File: src/design/fmiq_pkg.sv
// Shared types, constants and the quarter-wave sine function of the FM I/Q modulator.
package fmiq_pkg;

	// Widths and reset value of the fixed fields.
	localparam int DEV_W    = 31;
	localparam int SAMPLE_W = 8;
	localparam int IQ_W     = 8;
	localparam logic [DEV_W-1:0] DEV_RESET = 31'd76087005;

	// Reciprocal bits the divider multiplies in per cycle.
	localparam int RECIP_CHUNK_BITS = 16;

	// Quarter turn in Q30.
	localparam longint unsigned HALF_PI_Q30 = 64'd1686629713;

	// Sequencer states.
	typedef enum logic [2:0] {
		ST_IDLE,
		ST_MUL,
		ST_LOAD,
		ST_DIV,
		ST_INC,
		ST_OUT
	} fmiq_state_t;

	// Magnitude of 127*sin(j*pi/(2Q)) with Q = 2**qbits, truncated, from a
	// 15th-order Taylor series in Q30. Evaluated at elaboration only.
	function automatic logic [6:0] quarter_sine(input longint unsigned j, input int qbits);
		longint unsigned x;
		longint unsigned x2;
		longint unsigned t;
		longint unsigned v;
		longint s;
		if (j == 64'd0) begin
			return 7'd0;
		end
		if (j >= (64'd1 << qbits)) begin
			return 7'd127;
		end
		x  = (j * HALF_PI_Q30) >> qbits;
		x2 = (x * x) >> 30;
		t  = x;
		s  = longint'(x);
		t  = ((t * x2) >> 30) / 64'd6;
		s  = s - longint'(t);
		t  = ((t * x2) >> 30) / 64'd20;
		s  = s + longint'(t);
		t  = ((t * x2) >> 30) / 64'd42;
		s  = s - longint'(t);
		t  = ((t * x2) >> 30) / 64'd72;
		s  = s + longint'(t);
		t  = ((t * x2) >> 30) / 64'd110;
		s  = s - longint'(t);
		t  = ((t * x2) >> 30) / 64'd156;
		s  = s + longint'(t);
		t  = ((t * x2) >> 30) / 64'd210;
		s  = s - longint'(t);
		if (s < 0) begin
			s = 0;
		end
		v = (unsigned'(s) * 64'd127) >> 30;
		if (v > 64'd127) begin
			v = 64'd127;
		end
		return v[6:0];
	endfunction

endpackage

File: src/design/fmiq_divider.sv
// Division of an unsigned value by a fixed divisor as a reciprocal product, one chunk at a time.
module fmiq_divider #(
	parameter int NUM_W   = 36,
	parameter int DIVISOR = 16
) (
	input  logic             clk,
	input  logic             arst_n,
	input  logic             load,
	input  logic [NUM_W-1:0] dividend,
	output logic [NUM_W-1:0] quotient,
	output logic             done
);

	localparam int CH   = fmiq_pkg::RECIP_CHUNK_BITS;
	localparam int LB   = (DIVISOR > 1) ? $clog2(DIVISOR) : 1;
	localparam int KS   = NUM_W + LB;
	localparam int RW   = NUM_W + 1;
	localparam int NCH  = (RW + CH - 1) / CH;
	localparam int RPAD = NCH * CH;
	localparam int AW   = NUM_W + CH;
	localparam int FS   = KS - CH * (NCH - 1);
	localparam int CW   = (NCH > 1) ? $clog2(NCH) : 1;
	// Reciprocal rounded up; with KS = NUM_W + clog2(DIVISOR) the product gives the
	// exact floor of the quotient for every dividend.
	localparam longint unsigned RECIP_L = ((64'd1 << KS) + 64'(DIVISOR) - 64'd1) / 64'(DIVISOR);
	localparam logic [RPAD-1:0] RECIP   = RPAD'(RECIP_L);

	logic [NUM_W-1:0] num_q;
	logic [RPAD-1:0]  rec_q;
	logic [AW-1:0]    acc_q;
	logic [AW-1:0]    part;
	logic [AW-1:0]    acc_sh;
	logic [CW-1:0]    cnt_q;
	logic             busy_q;
	logic             done_q;

	// One chunk of the reciprocal per cycle, lowest first; the running sum drops the
	// bits below the next chunk, which leaves the floor unchanged.
	always_comb begin
		part   = (acc_q >> CH) + AW'(num_q) * AW'(rec_q[CH-1:0]);
		acc_sh = acc_q >> FS;
	end

	// Chunk counter and completion flag.
	always_ff @(posedge clk or negedge arst_n) begin
		if (!arst_n) begin
			busy_q <= 1'b0;
			done_q <= 1'b0;
			cnt_q  <= '0;
		end else if (load) begin
			busy_q <= 1'b1;
			done_q <= 1'b0;
			cnt_q  <= '0;
		end else if (busy_q) begin
			if (cnt_q == CW'(NCH - 1)) begin
				busy_q <= 1'b0;
				done_q <= 1'b1;
			end else begin
				cnt_q <= cnt_q + 1'b1;
			end
		end
	end

	// Dividend held, reciprocal shifted down a chunk at a time, product accumulated.
	always_ff @(posedge clk) begin
		if (load) begin
			num_q <= dividend;
			rec_q <= RECIP;
			acc_q <= '0;
		end else if (busy_q) begin
			acc_q <= part;
			rec_q <= rec_q >> CH;
		end
	end

	assign quotient = acc_sh[NUM_W-1:0];
	assign done     = done_q;

endmodule

File: src/design/fmiq_sine_rom.sv
// Quarter-wave sine table with registered sine and cosine reads.
module fmiq_sine_rom #(
	parameter int ADDR_W = 10
) (
	input  logic                               clk,
	input  logic                               rd_en,
	input  logic [ADDR_W-1:0]                  addr,
	output logic signed [fmiq_pkg::IQ_W-1:0]   sine,
	output logic signed [fmiq_pkg::IQ_W-1:0]   cosine
);

	localparam int QB = ADDR_W - 2;
	localparam int Q  = 1 << QB;
	localparam int IW = ADDR_W - 1;

	logic [6:0]    qtab [0:Q];
	logic [1:0]    quad_s;
	logic [1:0]    quad_c;
	logic [QB-1:0] off;
	logic [IW-1:0] idx_s;
	logic [IW-1:0] idx_c;
	logic [6:0]    sin_mag_q;
	logic [6:0]    cos_mag_q;
	logic          sin_neg_q;
	logic          cos_neg_q;

	// Constant table of the first quarter, end points included.
	for (genvar j = 0; j <= Q; j++) begin : g_tab
		localparam logic [6:0] V = fmiq_pkg::quarter_sine(64'(j), QB);
		assign qtab[j] = V;
	end

	// Fold the address into the first quarter; cosine sits one quarter ahead.
	always_comb begin
		quad_s = addr[ADDR_W-1 -: 2];
		quad_c = quad_s + 2'd1;
		off    = addr[QB-1:0];
		idx_s  = quad_s[0] ? (IW'(Q) - IW'(off)) : IW'(off);
		idx_c  = quad_c[0] ? (IW'(Q) - IW'(off)) : IW'(off);
	end

	// Registered table reads.
	always_ff @(posedge clk) begin
		if (rd_en) begin
			sin_mag_q <= qtab[idx_s];
			cos_mag_q <= qtab[idx_c];
			sin_neg_q <= quad_s[1];
			cos_neg_q <= quad_c[1];
		end
	end

	// The lower half turn gives negative values.
	assign sine   = sin_neg_q ? -$signed({1'b0, sin_mag_q}) : $signed({1'b0, sin_mag_q});
	assign cosine = cos_neg_q ? -$signed({1'b0, cos_mag_q}) : $signed({1'b0, cos_mag_q});

endmodule

File: src/design/fm_iq_interpolating_modulator.sv
// Top level of the FM I/Q modulator: sequencer, phase accumulator and output register.
//
// An audio sample arrives as one beat on the in_ channel (valid/ready). The block
// centres it, steps linearly from the previous sample to it in SUBSTEPS substeps
// and gives REPEAT I/Q beats per substep on the out_ channel, SUBSTEPS*REPEAT in
// all, the last one with last_of_sample set. in_ready is high only between
// samples. The deviation gain is written through the cfg_ channel, which is
// always ready; it is meant to be written between samples.
// Each substep runs through the states MUL, LOAD, DIV, INC and OUT: the phase
// step of every substep goes through one multiply by the gain and then a
// division by SUBSTEPS formed as a reciprocal product, sixteen reciprocal bits
// a cycle.
// If the receiver stalls, the output register holds its beat and the sequencer
// waits; nothing is lost. Reset restores the default gain and clears the phase
// and the stored previous sample; no clearing pass is needed.
module fm_iq_interpolating_modulator #(
	parameter int SUBSTEPS        = 16,
	parameter int REPEAT          = 4,
	parameter int PHASE_BITS      = 32,
	parameter int TABLE_ADDR_BITS = 10
) (
	input  logic                                  clk,
	input  logic                                  arst_n,
	input  logic                                  cfg_valid,
	output logic                                  cfg_ready,
	input  logic [fmiq_pkg::DEV_W-1:0]            cfg_data,
	input  logic                                  in_valid,
	output logic                                  in_ready,
	input  logic [fmiq_pkg::SAMPLE_W-1:0]         audio_sample,
	output logic                                  out_valid,
	input  logic                                  out_ready,
	output logic signed [fmiq_pkg::IQ_W-1:0]      in_phase,
	output logic signed [fmiq_pkg::IQ_W-1:0]      quadrature,
	output logic                                  last_of_sample
);

	localparam int DEV_W = fmiq_pkg::DEV_W;
	localparam int MAGW  = $clog2(255 * SUBSTEPS + 1);
	localparam int WW    = MAGW + 1;
	localparam int UP    = (PHASE_BITS >= 32) ? (PHASE_BITS - 32) : 0;
	localparam int DOWN  = (PHASE_BITS < 32) ? (32 - PHASE_BITS) : 0;
	localparam int PRODW = MAGW + DEV_W;
	localparam int SUMW  = PRODW + UP + 1;
	localparam int SHIFT = 8 + DOWN;
	localparam int NW    = SUMW - SHIFT;
	localparam int MW    = $clog2(SUBSTEPS);
	localparam int RPW   = (REPEAT > 1) ? $clog2(REPEAT) : 1;
	localparam logic [SUMW-1:0]      HALF = SUMW'(128 * SUBSTEPS) << DOWN;
	localparam logic signed [WW-1:0] SM1  = WW'(SUBSTEPS - 1);

	fmiq_pkg::fmiq_state_t state_q, state_d;

	logic [DEV_W-1:0]       dev_q;
	logic signed [8:0]      prev_q;
	logic signed [8:0]      cur;
	logic signed [WW-1:0]   prev_x;
	logic signed [WW-1:0]   cur_x;
	logic signed [WW-1:0]   w0;
	logic signed [WW-1:0]   w_q;
	logic signed [WW-1:0]   delta_q;
	logic signed [WW-1:0]   w_abs;
	logic [MAGW-1:0]        mag;
	logic [PRODW-1:0]       prod_q;
	logic                   neg_q;
	logic [SUMW-1:0]        num;
	logic [NW-1:0]          dividend;
	logic [NW-1:0]          quotient;
	logic                   div_done;
	logic                   div_load;
	logic [PHASE_BITS-1:0]  q_trunc;
	logic [PHASE_BITS-1:0]  inc_q;
	logic [PHASE_BITS-1:0]  phase_q;
	logic [PHASE_BITS-1:0]  phase_next;
	logic [MW-1:0]          m_q;
	logic [RPW-1:0]         rep_q;
	logic                   m_last;
	logic                   rep_last;
	logic                   adv;
	logic                   out_valid_q;
	logic                   last_q;

	// Centre the sample as 2u - 255 and form the first weighted sum.
	always_comb begin
		cur    = {~audio_sample[7], audio_sample[6:0], 1'b1};
		prev_x = {{(WW-9){prev_q[8]}}, prev_q};
		cur_x  = {{(WW-9){cur[8]}}, cur};
		w0     = prev_x * SM1 + cur_x;
	end

	// Magnitude of the weighted sum, rounding offset and the exact power-of-two part
	// of the divisor.
	always_comb begin
		w_abs    = w_q[WW-1] ? -w_q : w_q;
		mag      = w_abs[MAGW-1:0];
		num      = (SUMW'(prod_q) << UP) + HALF;
		dividend = num[SUMW-1:SHIFT];
		q_trunc  = quotient[PHASE_BITS-1:0];
	end

	assign m_last     = (m_q == MW'(SUBSTEPS - 1));
	assign rep_last   = (rep_q == RPW'(REPEAT - 1));
	assign phase_next = phase_q + inc_q;

	// Next state.
	always_comb begin
		state_d = state_q;
		unique case (state_q)
			fmiq_pkg::ST_IDLE: begin
				if (in_valid) begin
					state_d = fmiq_pkg::ST_MUL;
				end
			end
			fmiq_pkg::ST_MUL:  state_d = fmiq_pkg::ST_LOAD;
			fmiq_pkg::ST_LOAD: state_d = fmiq_pkg::ST_DIV;
			fmiq_pkg::ST_DIV: begin
				if (div_done) begin
					state_d = fmiq_pkg::ST_INC;
				end
			end
			fmiq_pkg::ST_INC:  state_d = fmiq_pkg::ST_OUT;
			fmiq_pkg::ST_OUT: begin
				if (adv && rep_last) begin
					state_d = m_last ? fmiq_pkg::ST_IDLE : fmiq_pkg::ST_MUL;
				end
			end
			default: state_d = fmiq_pkg::ST_IDLE;
		endcase
	end

	// Sequencer outputs.
	always_comb begin
		in_ready = 1'b0;
		div_load = 1'b0;
		adv      = 1'b0;
		unique case (state_q)
			fmiq_pkg::ST_IDLE: in_ready = 1'b1;
			fmiq_pkg::ST_LOAD: div_load = 1'b1;
			fmiq_pkg::ST_OUT:  adv = !out_valid_q || out_ready;
			default: begin
				in_ready = 1'b0;
			end
		endcase
	end

	// Control state, gain register, phase and counters.
	always_ff @(posedge clk or negedge arst_n) begin
		if (!arst_n) begin
			state_q     <= fmiq_pkg::ST_IDLE;
			dev_q       <= fmiq_pkg::DEV_RESET;
			prev_q      <= '0;
			phase_q     <= '0;
			m_q         <= '0;
			rep_q       <= '0;
			out_valid_q <= 1'b0;
		end else begin
			state_q <= state_d;
			if (cfg_valid && cfg_ready) begin
				dev_q <= cfg_data;
			end
			if (in_valid && in_ready) begin
				prev_q <= cur;
				m_q    <= '0;
				rep_q  <= '0;
			end
			if (adv) begin
				phase_q <= phase_next;
				rep_q   <= rep_last ? '0 : rep_q + 1'b1;
				if (rep_last) begin
					m_q <= m_last ? '0 : m_q + 1'b1;
				end
			end
			if (adv) begin
				out_valid_q <= 1'b1;
			end else if (out_ready) begin
				out_valid_q <= 1'b0;
			end
		end
	end

	// Interpolation sum, product and phase step.
	always_ff @(posedge clk) begin
		if (in_valid && in_ready) begin
			w_q     <= w0;
			delta_q <= cur_x - prev_x;
		end else if (adv && rep_last) begin
			w_q <= w_q + delta_q;
		end
		if (state_q == fmiq_pkg::ST_MUL) begin
			prod_q <= PRODW'(mag) * PRODW'(dev_q);
			neg_q  <= w_q[WW-1];
		end
		if (state_q == fmiq_pkg::ST_INC) begin
			inc_q <= neg_q ? -q_trunc : q_trunc;
		end
		if (adv) begin
			last_q <= m_last && rep_last;
		end
	end

	fmiq_divider #(
		.NUM_W   (NW),
		.DIVISOR (SUBSTEPS)
	) u_div (
		.clk      (clk),
		.arst_n   (arst_n),
		.load     (div_load),
		.dividend (dividend),
		.quotient (quotient),
		.done     (div_done)
	);

	fmiq_sine_rom #(
		.ADDR_W (TABLE_ADDR_BITS)
	) u_rom (
		.clk    (clk),
		.rd_en  (adv),
		.addr   (phase_next[PHASE_BITS-1 -: TABLE_ADDR_BITS]),
		.sine   (in_phase),
		.cosine (quadrature)
	);

	assign cfg_ready      = 1'b1;
	assign out_valid      = out_valid_q;
	assign last_of_sample = last_q;

`ifndef SYNTHESIS
	// The phase step is only formed from a finished quotient.
	a_div_done: assert property (@(posedge clk) disable iff (!arst_n)
		(state_q == fmiq_pkg::ST_INC) |-> div_done)
		else $error("phase step taken before the divider finished");

	// A new sample starts only when every substep of the last one is out.
	a_fresh_sample: assert property (@(posedge clk) disable iff (!arst_n)
		(in_valid && in_ready) |-> (m_q == '0 && rep_q == '0))
		else $error("sample accepted with substeps outstanding");

	// The phase moves only together with an output beat.
	a_phase_hold: assert property (@(posedge clk) disable iff (!arst_n)
		!adv |=> $stable(phase_q))
		else $error("phase changed without an output beat");
`endif

endmodule

File: config.mk
export PLATFORM = sky130hd
export DESIGN_NAME = fm_iq_interpolating_modulator
export DESIGN_NICKNAME = d
export VERILOG_FILES = /design/src/design/fmiq_pkg.sv /design/src/design/fmiq_divider.sv /design/src/design/fmiq_sine_rom.sv /design/src/design/fm_iq_interpolating_modulator.sv
export SDC_FILE = /design/constraint.sdc
export NUM_CORES = 2
export LEC_CHECK = 0
export ABC_AREA = 1
export BUFFER_PORTS_ARGS = -buffer_cell sky130_fd_sc_hd__buf_2
export CAP_MARGIN = 20
export CORE_MARGIN = 1
export CORE_UTILIZATION = 30
export DETAILED_ROUTE_END_ITERATION = 8
export GPL_TIMING_DRIVEN = 0
export SYNTH_ARGS = -nofsm -noshare
export SYNTH_HDL_FRONTEND = slang
export SYNTH_SLANG_ARGS = --single-unit
File: constraint.sdc
create_clock -name clk -period 6.27 [get_ports clk]
set_clock_uncertainty 0.1 [all_clocks]
set_input_delay 1.5675 -clock clk [delete_from_list [all_inputs] [get_ports clk]]
set_output_delay 1.5675 -clock clk [all_outputs]
set_load 0.01 [all_outputs]
==> flow_metrics.tcl <==
set metrics [dict create \
    status "finished, violations left" \
    violations "setup timing" \
    top_usage_layer "met2" \
    cp_slowest_cell "fa_1" \
    die-area_mm2 0.1052 \
    setup_ws_ns -0.3231 \
    synth_simple_gate_area_share_pct 23.92 \
    worst_pin_slew_ns 1.055 \
    rsz0062_at_grt "yes" \
    met3_usage_pct 2.656 \
    ctsHoldBuffers 0 \
    place_congestion 0.9317 \
    cp_max_fo 7 \
    cts.path.max_buffers 3 \
    critical_path_arrival_ns 6.82 \
    tritoncts "built" \
    critPathMaxStageDelay_ns 0.54 \
    clock_latency_ns 0.59 \
    path_clk_slew_ns 0.06 \
    dp.cells 5521 \
    ant_nets 0 \
    drive_gt1_share_pct 15.67 \
    final.fill_count 10610 \
    crit_required_ns 6.50 \
    cts_buffers 36 \
    dp_hpwl_um 69010 \
    synth_xor_area_share_pct 4.747 \
    syn_area_mm2 0.03118 \
    end_kind "flop" \
    maxCapViolations 0 \
    wl_um 88260 \
    firstDrtPassIters 6 \
    htreeDepth 2 \
    nets 4856 \
    routed_via_density 4.751 \
    synthAdderAreaFrac_pct 28.50 \
    synth-seq-cells 266 \
    grt.met2_usage_pct 28.73 \
    synth-edff-count 144 \
    synth_top_area_share_pct 20.35 \
    maxSlewViolCount 0 \
    synth_top_family_by_area "adder cells" \
    fin_crit_ns 6.593 \
    ctsRootBufferMaster "clkbuf_16" \
    synth-async-reset-ratio_pct 32.33 \
    cp-start-kind "flop" \
    rows 117 \
    fin_hold_ws_ns 0.3186 \
    n_antenna_cell 0 \
    synth_warnings 0 \
    syn-num-nets 4652 \
    grt_pass1_wl_um 142600 \
    synth_common_cells "nand2_1, inv_1, fa_1, nor2_1, nand3_1" \
    place_ws_ns -1.567 \
    relSlewSlack_pct 29.68 \
    antenna_found_initial 0 \
    synthDistinctLibCells 67 \
    portBuffers 61 \
    core_region_area_mm2 0.1025 \
    clock-sinks 266 \
    synth_top_area_cell "fa_1" \
    grt_use_met1_pct 20.50 \
    start_util_pct 30.43 \
    grt_usage_pct 16.65 \
    max_freq_mhz 151.7 \
    synth_compound_area_share_pct 8.169 \
    yosysSeqAreaShare_pct 23.14 \
    synth_most_common_cell "nand2_1" \
    grt_start_max_net_pins 57 \
    wl_per_cell_um 15.52 \
    synthFlopType "edfxtp_1" \
    muxShareOfSynthArea_pct 0 \
    dieHeight_um 324.4 \
    crit_type "reg -> reg" \
    grt_pass1_vias 27300 \
    area_growth_pct 18.45 \
    syn_inst 4088 \
    drtIter0Drc 1779 \
    vias 27020 \
    period_share_pct 105.2 \
    final-hold-violation-count 0 \
    fin_cells 5688 \
    finalSetupViolations 24 \
    ioPinCount 64 \
    die_w_um 324.4 \
    drc 0 \
    syn_area_per_cell_um2 7.628 \
    overflow 0 \
    hold_class "reg -> reg" \
    synth.top_cells.by_area "fa_1, edfxtp_1, nand2_1" \
]
[timing repair]
action,4_1_cts,5_1_grt
setup endpoints to repair,33,30
resized for setup,265,163
buffers inserted,55,47
pin swaps,135,115
gates cloned,4,0
[final cells by class]
class / instances / area, um^2 / share of cell area [%]
clock buffers: 46 / 1033 / 2.798
inverters: 770 / 2930 / 7.933
clock inverters: 20 / 166.4 / 0.4505
multi-input cells: 2919 / 21720 / 58.82
repair buffers: 168 / 1285 / 3.479
flip-flops and latches: 266 / 7217 / 19.54
well taps: 1368 / 1712 / 4.634
plain buffers: 131 / 868.3 / 2.351
[metrics by stage]
step                cell area [um^2]  TNS (ns)  util (%)
floorplan                      31250         0         -
global placement               33260    -34.02     32.46
detailed placement             33350    -33.61     32.54
CTS                            36080    -5.369     35.21
global route                   36940    -11.44     36.05
finish                         36940    -4.845     36.05
[logic make-up (layout without fill, tap and decap cells)]
group	count (synthesis)	after routing
buf+inv	903	1135
flops	266	266
other cells	1	1
fa+ha+maj	520	520
compound gates	461	461
xor+xnor	169	169
simple gates	1768	1768
[worst paths after layout]
kind | from | to | slack, ns | cells past startpoint
min | prod_q[8] | u_div.num_q[0] | 0.32 | 0
min in group asynchronous | arst_n | dev_q[8] | 0.84 | 1
min reg2reg | prod_q[8] | u_div.num_q[0] | 0.32 | 0
max | w_q[0] | prod_q[35] | -0.32 | 34
max in group asynchronous | arst_n | phase_q[16] | 4.47 | 2
max reg2reg | w_q[0] | prod_q[35] | -0.32 | 34
[registers in the layout, indices dropped and copies added, names as in the netlist, 2 cells and up]
register	flops
u_div.num_q	36
delta_q	10
state_q	3
rep_q	2
prod_q	35
u_rom.cos_mag_q	7
u_div.cnt_q	2
phase_q	32
u_div.acc_q	33
w_q	13
dev_q	31
inc_q	32
u_rom.sin_mag_q	7
prev_q	9
m_q	4
u_div.rec_q	3
[cell usage in the layout, fill, tap and decap left out, types with 26 or more instances in the layout]
master     synthesis  final
buf_6             13     27
nor3_1            35     28
nand2_1         1079   1027
nand3_1          219    214
inv_2             13     49
inv_1            754    710
buf_2             11     71
xnor2_1           53     50
nand2_2           37     68
fa_1             317    294
nand2_4           11     30
clkbuf_1          81     62
ha_1             203    176
buf_4             18    105
a21oi_1          162    129
o21ai_0          200    179
nand4_1           29     29
dfxtp_1           36     36
xor2_1           116    115
ha_4               0     26
nor2_1           293    255
edfxtp_1         144    144
dfrtp_1           70     70
clkbuf_16          0     43
nor2_2             4     32
[layer usage]
| metal | wire, um | vias to the layer above |
|---|---|---|
| li1 | - | 13140 |
| met1 | 37540 | 12930 |
| met2 | 42460 | 770 |
| met3 | 4454 | 186 |
| met4 | 3799 | 0 |
| met5 | 0 | - |
[worst max-delay path: cells and delay by family, from the launching register on]
family	cells	cell delay, ns
xor gates and xnor gates	1	0.15
adders and majority gates	7	2.97
buffers and inverters	12	0.86
DFF	1	0.43
and+or+nand+nor	9	1.03
AOI/OAI and AO/OA	5	0.77
Power is not shown: default switching activity piles up to over one toggle a cycle in this logic, so the estimate is an artifact.
